===== src/hdl/assert_macros.svh =====
`ifndef ASSERT_MACROS_SVH
`define ASSERT_MACROS_SVH

// Both macros expect clk and rst_n in the scope where they are used.

`define JED_ASSERT(lbl, cond, msg) \
    lbl: assert property (@(posedge clk) disable iff (!rst_n) (cond)) else $error(msg);

`define JED_ASSERT_IMPLY(lbl, pre, post, msg) \
    lbl: assert property (@(posedge clk) disable iff (!rst_n) (pre) |-> (post)) \
        else $error(msg);

`endif


===== src/hdl/jed_pkg.sv =====
`timescale 1ns / 1ps

package jed_pkg;

    localparam int QUEUE_DEPTH_DEFAULT = 2;

    localparam logic [7:0] BACKSLASH = 8'h5C;
    localparam logic [7:0] LETTER_U  = 8'h75;

    localparam logic [15:0] CP_MAX_ONE = 16'h007F;
    localparam logic [15:0] CP_MAX_TWO = 16'h07FF;
    localparam logic [7:0]  LEAD_TWO   = 8'hC0;
    localparam logic [7:0]  LEAD_THREE = 8'hE0;
    localparam logic [7:0]  CONT_MARK  = 8'h80;

    typedef enum logic [2:0] {
        PH_PLAIN = 3'd0,
        PH_ESC   = 3'd1,
        PH_HEX1  = 3'd2,
        PH_HEX2  = 3'd3,
        PH_HEX3  = 3'd4,
        PH_HEX4  = 3'd5
    } phase_t;

    typedef enum logic [1:0] {
        CMD_BYTE = 2'd0,
        CMD_CP   = 2'd1,
        CMD_ERR  = 2'd2
    } cmd_kind_t;

    typedef struct packed {
        cmd_kind_t   kind;
        logic [15:0] data;
    } cmd_t;

    // Returns {not_hex, nibble}.
    function automatic logic [4:0] hex_nibble(input logic [7:0] b);
        logic [4:0] r;
        r = 5'h10;
        if (b >= 8'h30 && b <= 8'h39) r = {1'b0, b[3:0]};
        if ((b >= 8'h41 && b <= 8'h46) || (b >= 8'h61 && b <= 8'h66))
            r = {1'b0, b[3:0] + 4'd9};
        return r;
    endfunction

    // Returns {known, byte} for a single-letter escape.
    function automatic logic [8:0] escape_letter(input logic [7:0] b);
        logic [8:0] r;
        r = 9'h000;
        unique case (b)
            8'h5C, 8'h2F, 8'h22: r = {1'b1, b};
            8'h62:               r = {1'b1, 8'h08};
            8'h66:               r = {1'b1, 8'h0C};
            8'h6E:               r = {1'b1, 8'h0A};
            8'h72:               r = {1'b1, 8'h0D};
            8'h74:               r = {1'b1, 8'h09};
            default:             r = 9'h000;
        endcase
        return r;
    endfunction

endpackage


===== src/hdl/json_escape_decoder.sv =====
`timescale 1ns / 1ps

// Channel   Direction  Handshake            Payload
// input     in         in_valid/in_ready    in_byte
// output    out        out_valid/out_ready  out_byte, run_last, bad_escape
//
// A plain byte or single-letter escape passes the command queue and then the
// output register; such items stream at one per cycle unless output stalls.
// A code point expands to up to three bytes, one per cycle from the back end
// unless output stalls; input stalls only if the QUEUE_DEPTH queue is full.
// Reset returns the decoder to the plain state and empties the queue.
// A stalled output holds its item while the front end fills the queue.

module json_escape_decoder #(
    parameter int QUEUE_DEPTH = jed_pkg::QUEUE_DEPTH_DEFAULT
) (
    input  logic       clk,
    input  logic       rst_n,
    input  logic       in_valid,
    output logic       in_ready,
    input  logic [7:0] in_byte,
    output logic       out_valid,
    input  logic       out_ready,
    output logic [7:0] out_byte,
    output logic       run_last,
    output logic       bad_escape
);
    import jed_pkg::*;

    logic q_full, q_push, q_pop, q_valid;
    cmd_t q_cmd, q_head;

    jed_front u_front (
        .clk      (clk),
        .rst_n    (rst_n),
        .in_valid (in_valid),
        .in_ready (in_ready),
        .in_byte  (in_byte),
        .q_full   (q_full),
        .q_push   (q_push),
        .q_cmd    (q_cmd)
    );

    jed_queue #(
        .DEPTH (QUEUE_DEPTH)
    ) u_queue (
        .clk       (clk),
        .rst_n     (rst_n),
        .push      (q_push),
        .push_cmd  (q_cmd),
        .full      (q_full),
        .pop       (q_pop),
        .not_empty (q_valid),
        .head      (q_head)
    );

    jed_back u_back (
        .clk        (clk),
        .rst_n      (rst_n),
        .q_valid    (q_valid),
        .q_head     (q_head),
        .q_pop      (q_pop),
        .out_valid  (out_valid),
        .out_ready  (out_ready),
        .out_byte   (out_byte),
        .run_last   (run_last),
        .bad_escape (bad_escape)
    );

endmodule


===== src/hdl/jed_front.sv =====
`timescale 1ns / 1ps

module jed_front (
    input  logic         clk,
    input  logic         rst_n,
    input  logic         in_valid,
    output logic         in_ready,
    input  logic [7:0]   in_byte,
    input  logic         q_full,
    output logic         q_push,
    output jed_pkg::cmd_t q_cmd
);
    import jed_pkg::*;

    phase_t      phase_reg, phase_next;
    logic [11:0] accum_reg, accum_next;
    logic        accept;
    logic [4:0]  hex;
    logic [8:0]  esc;

    assign in_ready = !q_full;
    assign accept   = in_valid && in_ready;
    assign hex      = hex_nibble(in_byte);
    assign esc      = escape_letter(in_byte);

    always_ff @(posedge clk or negedge rst_n)
    begin
        if (!rst_n)
        begin
            phase_reg <= PH_PLAIN;
            accum_reg <= '0;
        end
        else
        begin
            phase_reg <= phase_next;
            accum_reg <= accum_next;
        end
    end

    always_comb
    begin
        phase_next = phase_reg;
        if (accept)
        begin
            unique case (phase_reg)
                PH_PLAIN: phase_next = (in_byte == BACKSLASH) ? PH_ESC : PH_PLAIN;
                PH_ESC:   phase_next = (in_byte == LETTER_U) ? PH_HEX1 : PH_PLAIN;
                PH_HEX1:  phase_next = hex[4] ? PH_PLAIN : PH_HEX2;
                PH_HEX2:  phase_next = hex[4] ? PH_PLAIN : PH_HEX3;
                PH_HEX3:  phase_next = hex[4] ? PH_PLAIN : PH_HEX4;
                PH_HEX4:  phase_next = PH_PLAIN;
                default:  phase_next = PH_PLAIN;
            endcase
        end
    end

    always_comb
    begin
        accum_next = accum_reg;
        if (accept)
        begin
            if (phase_reg == PH_HEX1 || phase_reg == PH_HEX2 || phase_reg == PH_HEX3)
                accum_next = hex[4] ? 12'h000 : {accum_reg[7:0], hex[3:0]};
            else
                accum_next = 12'h000;
        end
    end

    always_comb
    begin
        q_push     = 1'b0;
        q_cmd.kind = CMD_BYTE;
        q_cmd.data = {8'h00, in_byte};
        unique case (phase_reg)
            PH_PLAIN:
            begin
                q_push = accept && (in_byte != BACKSLASH);
            end
            PH_ESC:
            begin
                q_push     = accept && (in_byte != LETTER_U);
                q_cmd.kind = esc[8] ? CMD_BYTE : CMD_ERR;
                q_cmd.data = {8'h00, esc[7:0]};
            end
            PH_HEX1, PH_HEX2, PH_HEX3:
            begin
                q_push     = accept && hex[4];
                q_cmd.kind = CMD_ERR;
                q_cmd.data = 16'h0000;
            end
            PH_HEX4:
            begin
                q_push     = accept;
                q_cmd.kind = hex[4] ? CMD_ERR : CMD_CP;
                q_cmd.data = {accum_reg, hex[3:0]};
            end
            default:
            begin
                q_push = 1'b0;
            end
        endcase
    end

endmodule


===== src/hdl/jed_queue.sv =====
`timescale 1ns / 1ps

module jed_queue #(
    parameter int DEPTH = jed_pkg::QUEUE_DEPTH_DEFAULT
) (
    input  logic          clk,
    input  logic          rst_n,
    input  logic          push,
    input  jed_pkg::cmd_t push_cmd,
    output logic          full,
    input  logic          pop,
    output logic          not_empty,
    output jed_pkg::cmd_t head
);
    import jed_pkg::*;

    localparam int PTR_W = (DEPTH > 1) ? $clog2(DEPTH) : 1;
    localparam int CNT_W = $clog2(DEPTH + 1);
    localparam logic [PTR_W-1:0] LAST_PTR = PTR_W'(DEPTH - 1);
    localparam logic [CNT_W-1:0] FULL_CNT = CNT_W'(DEPTH);

    cmd_t             slots [DEPTH];
    logic [PTR_W-1:0] wr_ptr_reg, rd_ptr_reg;
    logic [CNT_W-1:0] count_reg;

    assign full      = (count_reg == FULL_CNT);
    assign not_empty = (count_reg != '0);
    assign head      = slots[rd_ptr_reg];

    always_ff @(posedge clk)
    begin
        if (push)
            slots[wr_ptr_reg] <= push_cmd;
    end

    always_ff @(posedge clk or negedge rst_n)
    begin
        if (!rst_n)
        begin
            wr_ptr_reg <= '0;
            rd_ptr_reg <= '0;
            count_reg  <= '0;
        end
        else
        begin
            if (push)
                wr_ptr_reg <= (wr_ptr_reg == LAST_PTR) ? '0 : wr_ptr_reg + 1'b1;
            if (pop)
                rd_ptr_reg <= (rd_ptr_reg == LAST_PTR) ? '0 : rd_ptr_reg + 1'b1;
            if (push && !pop)
                count_reg <= count_reg + 1'b1;
            else if (pop && !push)
                count_reg <= count_reg - 1'b1;
        end
    end

endmodule


===== src/hdl/jed_back.sv =====
`timescale 1ns / 1ps

`include "assert_macros.svh"

module jed_back (
    input  logic          clk,
    input  logic          rst_n,
    input  logic          q_valid,
    input  jed_pkg::cmd_t q_head,
    output logic          q_pop,
    output logic          out_valid,
    input  logic          out_ready,
    output logic [7:0]    out_byte,
    output logic          run_last,
    output logic          bad_escape
);
    import jed_pkg::*;

    logic [1:0] idx_reg, idx_next;
    logic       out_valid_reg;
    logic [7:0] out_byte_reg;
    logic       run_last_reg;
    logic       bad_escape_reg;
    logic       load;
    logic [1:0] last_idx;
    logic [7:0] cur_byte;
    logic       cur_last;

    assign load = q_valid && (!out_valid_reg || out_ready);

    always_comb
    begin
        last_idx = 2'd0;
        if (q_head.kind == CMD_CP)
        begin
            if (q_head.data > CP_MAX_TWO)
                last_idx = 2'd2;
            else if (q_head.data > CP_MAX_ONE)
                last_idx = 2'd1;
        end
    end

    always_comb
    begin
        cur_byte = q_head.data[7:0];
        case (q_head.kind)
            CMD_ERR:
                cur_byte = 8'h00;
            CMD_CP:
            begin
                if (last_idx == 2'd2)
                begin
                    case (idx_reg)
                        2'd0:    cur_byte = LEAD_THREE | {4'h0, q_head.data[15:12]};
                        2'd1:    cur_byte = CONT_MARK | {2'b00, q_head.data[11:6]};
                        default: cur_byte = CONT_MARK | {2'b00, q_head.data[5:0]};
                    endcase
                end
                else if (last_idx == 2'd1)
                begin
                    if (idx_reg == 2'd0)
                        cur_byte = LEAD_TWO | {3'b000, q_head.data[10:6]};
                    else
                        cur_byte = CONT_MARK | {2'b00, q_head.data[5:0]};
                end
            end
            default:
                cur_byte = q_head.data[7:0];
        endcase
    end

    assign cur_last = (idx_reg == last_idx);
    assign q_pop    = load && cur_last;
    assign idx_next = !load ? idx_reg : (cur_last ? 2'd0 : idx_reg + 2'd1);

    always_ff @(posedge clk or negedge rst_n)
    begin
        if (!rst_n)
        begin
            idx_reg       <= 2'd0;
            out_valid_reg <= 1'b0;
        end
        else
        begin
            idx_reg <= idx_next;
            if (load)
                out_valid_reg <= 1'b1;
            else if (out_ready)
                out_valid_reg <= 1'b0;
        end
    end

    always_ff @(posedge clk)
    begin
        if (load)
        begin
            out_byte_reg   <= cur_byte;
            run_last_reg   <= cur_last;
            bad_escape_reg <= (q_head.kind == CMD_ERR);
        end
    end

    assign out_valid  = out_valid_reg;
    assign out_byte   = out_byte_reg;
    assign run_last   = run_last_reg;
    assign bad_escape = bad_escape_reg;

    `JED_ASSERT_IMPLY(a_err_clean, out_valid_reg && bad_escape_reg,
        out_byte_reg == 8'h00 && run_last_reg, "error item carries data")
    `JED_ASSERT_IMPLY(a_mid_has_head, idx_reg != 2'd0, q_valid && q_head.kind == CMD_CP,
        "multi-byte expansion lost its command")
    `JED_ASSERT(a_idx_range, idx_reg != 2'd3, "byte index out of range")
    `JED_ASSERT_IMPLY(a_pop_last, q_pop,
        (idx_reg == 2'd2) || (idx_reg == last_idx), "command popped before last byte")

endmodule

===== config.mk =====
export PLATFORM = sky130hd
export DESIGN_NAME = json_escape_decoder
export DESIGN_NICKNAME = d
export VERILOG_FILES = /design/src/hdl/jed_pkg.sv /design/src/hdl/json_escape_decoder.sv /design/src/hdl/jed_front.sv /design/src/hdl/jed_queue.sv /design/src/hdl/jed_back.sv
export VERILOG_INCLUDE_DIRS = /design/src /design/src/hdl
export SDC_FILE = /design/constraint.sdc
export NUM_CORES = 1
export LEC_CHECK = 0
export BUFFER_PORTS_ARGS = -buffer_cell sky130_fd_sc_hd__buf_2
export CORE_MARGIN = 3
export CORE_UTILIZATION = 28
export CTS_BUF_LIST = sky130_fd_sc_hd__clkbuf_2 sky130_fd_sc_hd__clkbuf_4 sky130_fd_sc_hd__clkbuf_8
export DETAILED_ROUTE_END_ITERATION = 10
export GPL_TIMING_DRIVEN = 0
export PLACE_DENSITY = 0.51
export SYNTH_ARGS = -nofsm -noshare
export SYNTH_HDL_FRONTEND = slang
export SYNTH_HIERARCHICAL = 1
export SYNTH_SLANG_ARGS = --single-unit

===== constraint.sdc =====
create_clock -name clk -period 6.5 [get_ports clk]
set_input_delay 0.975 -clock clk [delete_from_list [all_inputs] [get_ports clk]]
set_output_delay 0.975 -clock clk [all_outputs]
set_load 0.02 [all_outputs]

# Yosys cells after proc, flatten, opt, wreduce, memory -nomap -nowiden
# Memory sizes are Yosys's and may differ from the RTL's.
# Cells that the tools add are included.
# totals
register_bits	32
ramBits	36
output_inout_bits	12
elab_cells	106
n_memories	1
# mem_list
memory	depth	word_bits	rd	rd_ports_with_merged_regs	wr	line_no	source
u_queue.slots	2	18	1	0	1	jed_queue.sv:22	cmd_t slots [DEPTH];
# op_classes
n_addsub	6
magnitude_cmp	8
eq_ne	23
n_mux	32
reduce_logical	26
# ops
op	n
$eq A8 B7 Y1 const B	7
$pmux W18 S3	1
$pmux W9 S6	1
$mux W12	2
$mux W2	9
$eq A8 B6 Y1 const B	2
$ge A8 B7 Y1 const B	2
$gt A16 B11 Y1 const B	1
$gt A16 B7 Y1 const B	1
$le A8 B7 Y1 const B	2
$mux W8	2
$ne A8 B7 Y1 const B	2
$pmux W8 S2	1
$pmux W3 S5	1
$pmux W7 S2	1
$logic_and A1 B1 Y1	11
$mux W5	2
$ge A8 B6 Y1 const B	1
$le A8 B6 Y1 const B	1
$mux W1	8
$mux W7	1
$eq A2 B1 Y1 const B	3
$eq A2 B2 Y1 const B	3
$eq A3 B2 Y1 const B	2
other kinds (15)	28

# Logic depth before layout (Yosys ltp)
# depth
depth_word	10
depth_mapped	13

# Cells and area by module
# Netlist, hierarchy kept.
# modules_own_cells
mod	instances	cells_each	area_per_inst_um2
jed_queue	1	72	1537.7
jed_front	1	169	1485.2
jed_back	1	102	940.9

# Worst setup path before layout
# Ideal clock, no wire load.
# synth_path
path_kind	input port to flip-flop
start	in in_byte[0]
end	mem u_queue/slots[0][0] (netlist bit) (enable)
t_arrival_ps	3323
required_ps	6105
path_slack_ps	2783
stages	8
path_cell_list	buf_6 > inv_1 > ha_1 > nor3b_1 > nor3_2 > nor2_1 > o2111a_1 > nor2b_1
# synth_via
elab_chain_cells	8
# synth_rtl
item	line_no	source
start, declared	json_escape_decoder.sv:21	input logic [7:0] in_byte,
$ge A8 B6 Y1 (tied with other cells)	jed_pkg.sv:40	if (b >= 8'h30 && b <= 8'h39) r = {1'b0, b[3:0]};
$logic_and A1 B1 Y1 (on tied branches)	jed_pkg.sv:40, jed_pkg.sv:41	
$mux W5 / $logic_or A1 B1 Y1 (equally long branches)	jed_pkg.sv:40, jed_pkg.sv:41	
$mux W5	jed_pkg.sv:41	if ((b >= 8'h41 && b <= 8'h46) || (b >= 8'h61 && b <= 8'h66))
$logic_and A1 B1 Y1	jed_front.sv:87	q_push = accept && hex[4];
$pmux W1 S4 *	jed_front.sv:74	unique case (phase_reg)
named net q_push	json_escape_decoder.sv:30	logic q_full, q_push, q_pop, q_valid;
$mux W1 *	jed_queue.sv:32	if (push)
$mux W1 (implied by the code) *	jed_queue.sv:33	slots[wr_ptr_reg] <= push_cmd;
end, declared	jed_queue.sv:22	
# Mark *: on every way through the listed nets, which the timed path passes. The rest lies on a longest branch.

# Final worst setup path
# layout_path
start	in in_byte[0]
end	mem u_queue/slots[1][4] (netlist bit) (enable)
# Same word-level chain as after synthesis.

==> results.json <==
{
  "synth_cell_type_count": 72,
  "drtPass1Iterations": 7,
  "path_class": "in -> reg",
  "numCtsBuffers": 9,
  "first_global_vias": 2765,
  "cellLeakagePower_nw": 1.817,
  "powerDensity_nw_per_um2": 371.6,
  "ys.flop_type": "edfxtp_1",
  "post-route-period-util": 0.5789,
  "totalPowerFinal_mw": 1.676,
  "ant_nets": 0,
  "cts_hold_repair.buffers": 0,
  "crit_path_max_fanout": 18,
  "die_h_um": 125.0,
  "ctsHtreeMaxLevel": 3,
  "regToRegEndpoint": "u_queue/count_reg[1]",
  "postSynthCellCount": 343,
  "yosysWarnings": 6,
  "critPathLaunchType": "primary input",
  "power_switching_mw": 0.6028,
  "combPwrFrac": 0.416,
  "cts_tree": "built",
  "ys_ff_latch": 68,
  "skew_ns": 0.005540,
  "synth_largest_area_cell": "edfxtp_1",
  "wl_per_cell_um": 16.01,
  "status": "completed",
  "critPathRequiredTime_ns": 6.46,
  "ys_seq_area_frac": 0.4874,
  "place.gp.congestion": 0.9110,
  "hold_start": "u_queue/count_reg[1]",
  "num_rows": 42,
  "cts_setup_buffers": 0,
  "seqPwrFrac": 0.377,
  "rsz0062_at_grt": "false",
  "multi_input_area_um2": 1807,
  "cts_sinks": 68,
  "dieArea_um2": 15620,
  "io_buffers": 22,
  "diodes": 0,
  "antenna_found_initial": 0,
  "cap_violations": 0,
  "syn-num-nets": 366,
  "internal-power_mw": 1.073,
  "p_sw_frac": 0.3596,
  "hold_violations": 0,
  "nFillCells": 1384,
  "initial_core_util": 0.2924,
  "slew_headroom": 0.4390,
  "grt_pass1_wl_mm": 14.53,
  "synth_edf_count": 46,
  "max_freq_mhz": 265.7,
  "worst_pin_slew_ns": 0.8415,
  "track_usage": 0.1150,
  "grt_max_degree": 23,
  "reg2reg_depth": 12,
  "die_w_um": 125.0,
  "clk_latency_ns": 0.33,
  "dp_hpwl_mm": 6.655,
  "hold_path.class": "reg -> reg",
  "tns_ns": 0,
  "core_um2": 13560,
  "route.detailed.drc": 0,
  "clkPwrFrac": 0.207,
  "crit_path_end_kind": "flip-flop",
  "setup_viol_count_final": 0,
  "worstReg2RegStart": "u_queue/rd_ptr_reg",
  "min_path_cells": 1,
  "boundaryPins": 24,
  "vias": 2764,
  "fin_crit_ns": 3.763,
  "fin_nets": 400,
  "area_delta_synth_final_pct": 13.79,
  "drive_gt1_frac": 0.2330,
  "syn_area_per_cell_um2": 11.56,
  "largest_reg_flops": 36,
  "viasPerCell": 4.953,
  "routed_wl_mm": 8.933,
  "holdPathEnd": "u_queue/count_reg[1]",
  "grt_remaining_overflow": 0,
  "clk_pin_slew_ns": 0.08,
  "regArea_um2": 1932,
  "ir_worst_vdd_mv": 0.1267,
  "cts_buffer_depth": 2,
  "cp-startpoint": "in_byte[0]",
  "ys_top_cells_by_area": "edfxtp_1 35%, dfrtp_1 14%, a22o_1 3.5%",
  "ys_async_sr_fraction": 0.3235,
  "yosys.area.top_type_share": 0.3485,
  "cts_resized": 0,
  "drtIter0Drc": 183,
  "r2r_setup_slack_ns": 3.53,
  "syn-cell-area_um2": 3964,
  "slew_violations": 0,
  "cts_root_buffer": "clkbuf_8",
  "crit_arrival_ns": 3.73
}
-- critical path: stages --
cell and delay (ns):
buf_2 0.12, buf_6 0.13, inv_1 0.16, ha_1 0.22, nor3b_1 0.49, nor3_2 0.16, nor2_1 0.37, o2111a_1 0.37
and2_1 0.71
-- synthesized netlist by cell type, types with 7 or more instances --
cell type,number
mux2_2,10
a21o_1,7
and3_1,12
clkbuf_1,9
a31oi_1,7
nand2_1,21
a21oi_1,10
a22o_1,16
ha_1,11
edfxtp_1,46
dfrtp_1,22
mux2_4,9
inv_1,19
nor2_1,15
o21ai_0,9
o21ai_1,8
-- metrics by stage --
stage | setup slack [ns] | cells | hold slack (ns) | cell area, um2 | utilization
3_5_place_dp | 2.388 | 542 | 0.4715 | 4312 | 0.3180
5_1_grt | 2.532 | 558 | 0.5085 | 4511 | 0.3327
2_1_floorplan | 2.783 | 343 | 0.4474 | 3964 | -
6_report | 2.737 | 558 | 0.4850 | 4511 | 0.3327
4_1_cts | 2.748 | 558 | 0.4864 | 4511 | 0.3327
3_3_place_gp | 1.753 | 541 | 0.4656 | 4294 | 0.3167
-- placed cells by master (no fill, tap or decap), types with 7 or more instances in the layout --
cell	n
inv_1	19
clkbuf_1	9
a22o_1	16
o21ai_0	9
a21oi_1	10
clkbuf_8	9
dfrtp_1	22
mux2_4	9
mux2_2	10
nand2_1	21
and3_1	12
ha_1	11
a21o_1	7
a31oi_1	7
buf_2	23
o21ai_1	8
edfxtp_1	46
nor2_1	15
-- logic make-up (layout without fill, tap and decap cells) --
group,after synthesis,in the layout,synth area share
buf+inv,40,79,0.05745
fa+ha+maj,11,11,0.03472
simple gates,107,107,0.1651
mux,21,21,0.06755
compound gates,91,91,0.1768
flops,68,68,0.4874
xor+xnor,5,5,0.01105
-- power groups by stage --
stage               Sequential [mW]  Combinational, mW  Clock (mW)
finish                        0.632              0.697       0.347
global route                  0.643              0.765       0.382
global placement              0.641              0.687           0
floorplan                     0.684              0.481           0
detailed placement            0.643              0.696           0
CTS                           0.634              0.699       0.359
-- worst max-delay path by stage --
stage                           to  slack (ns)  cells past startpoint
2_1_floorplan  u_queue/slots[0][0]        2.78                      8
3_3_place_gp   u_queue/slots[0][5]        1.75                      9
5_1_grt        u_queue/slots[1][4]        2.53                      9
3_5_place_dp   u_queue/slots[1][5]        2.39                      9
4_1_cts        u_queue/slots[1][4]        2.75                      9
6_report       u_queue/slots[1][4]        2.74                      9
-- per-layer routing --
layer  vias up  wire [um]  GRT usage
li1       1363          -          -
met1      1323       4101     0.1488
met2        63       4357     0.1908
met3        15        305    0.01748
met4         0        169    0.05102
met5         -          0          0
-- final cells by class --
cell class,instances,share of cell area
multi-input cells,235,0.4006
well taps,176,0.04882
flip-flops and latches,68,0.4283
clock buffers,9,0.02746
inverters,19,0.01581
plain buffers,21,0.03467
repair buffers,23,0.02774
clock inverters,7,0.01664
Note: power is estimated with default switching activity, not from simulation.
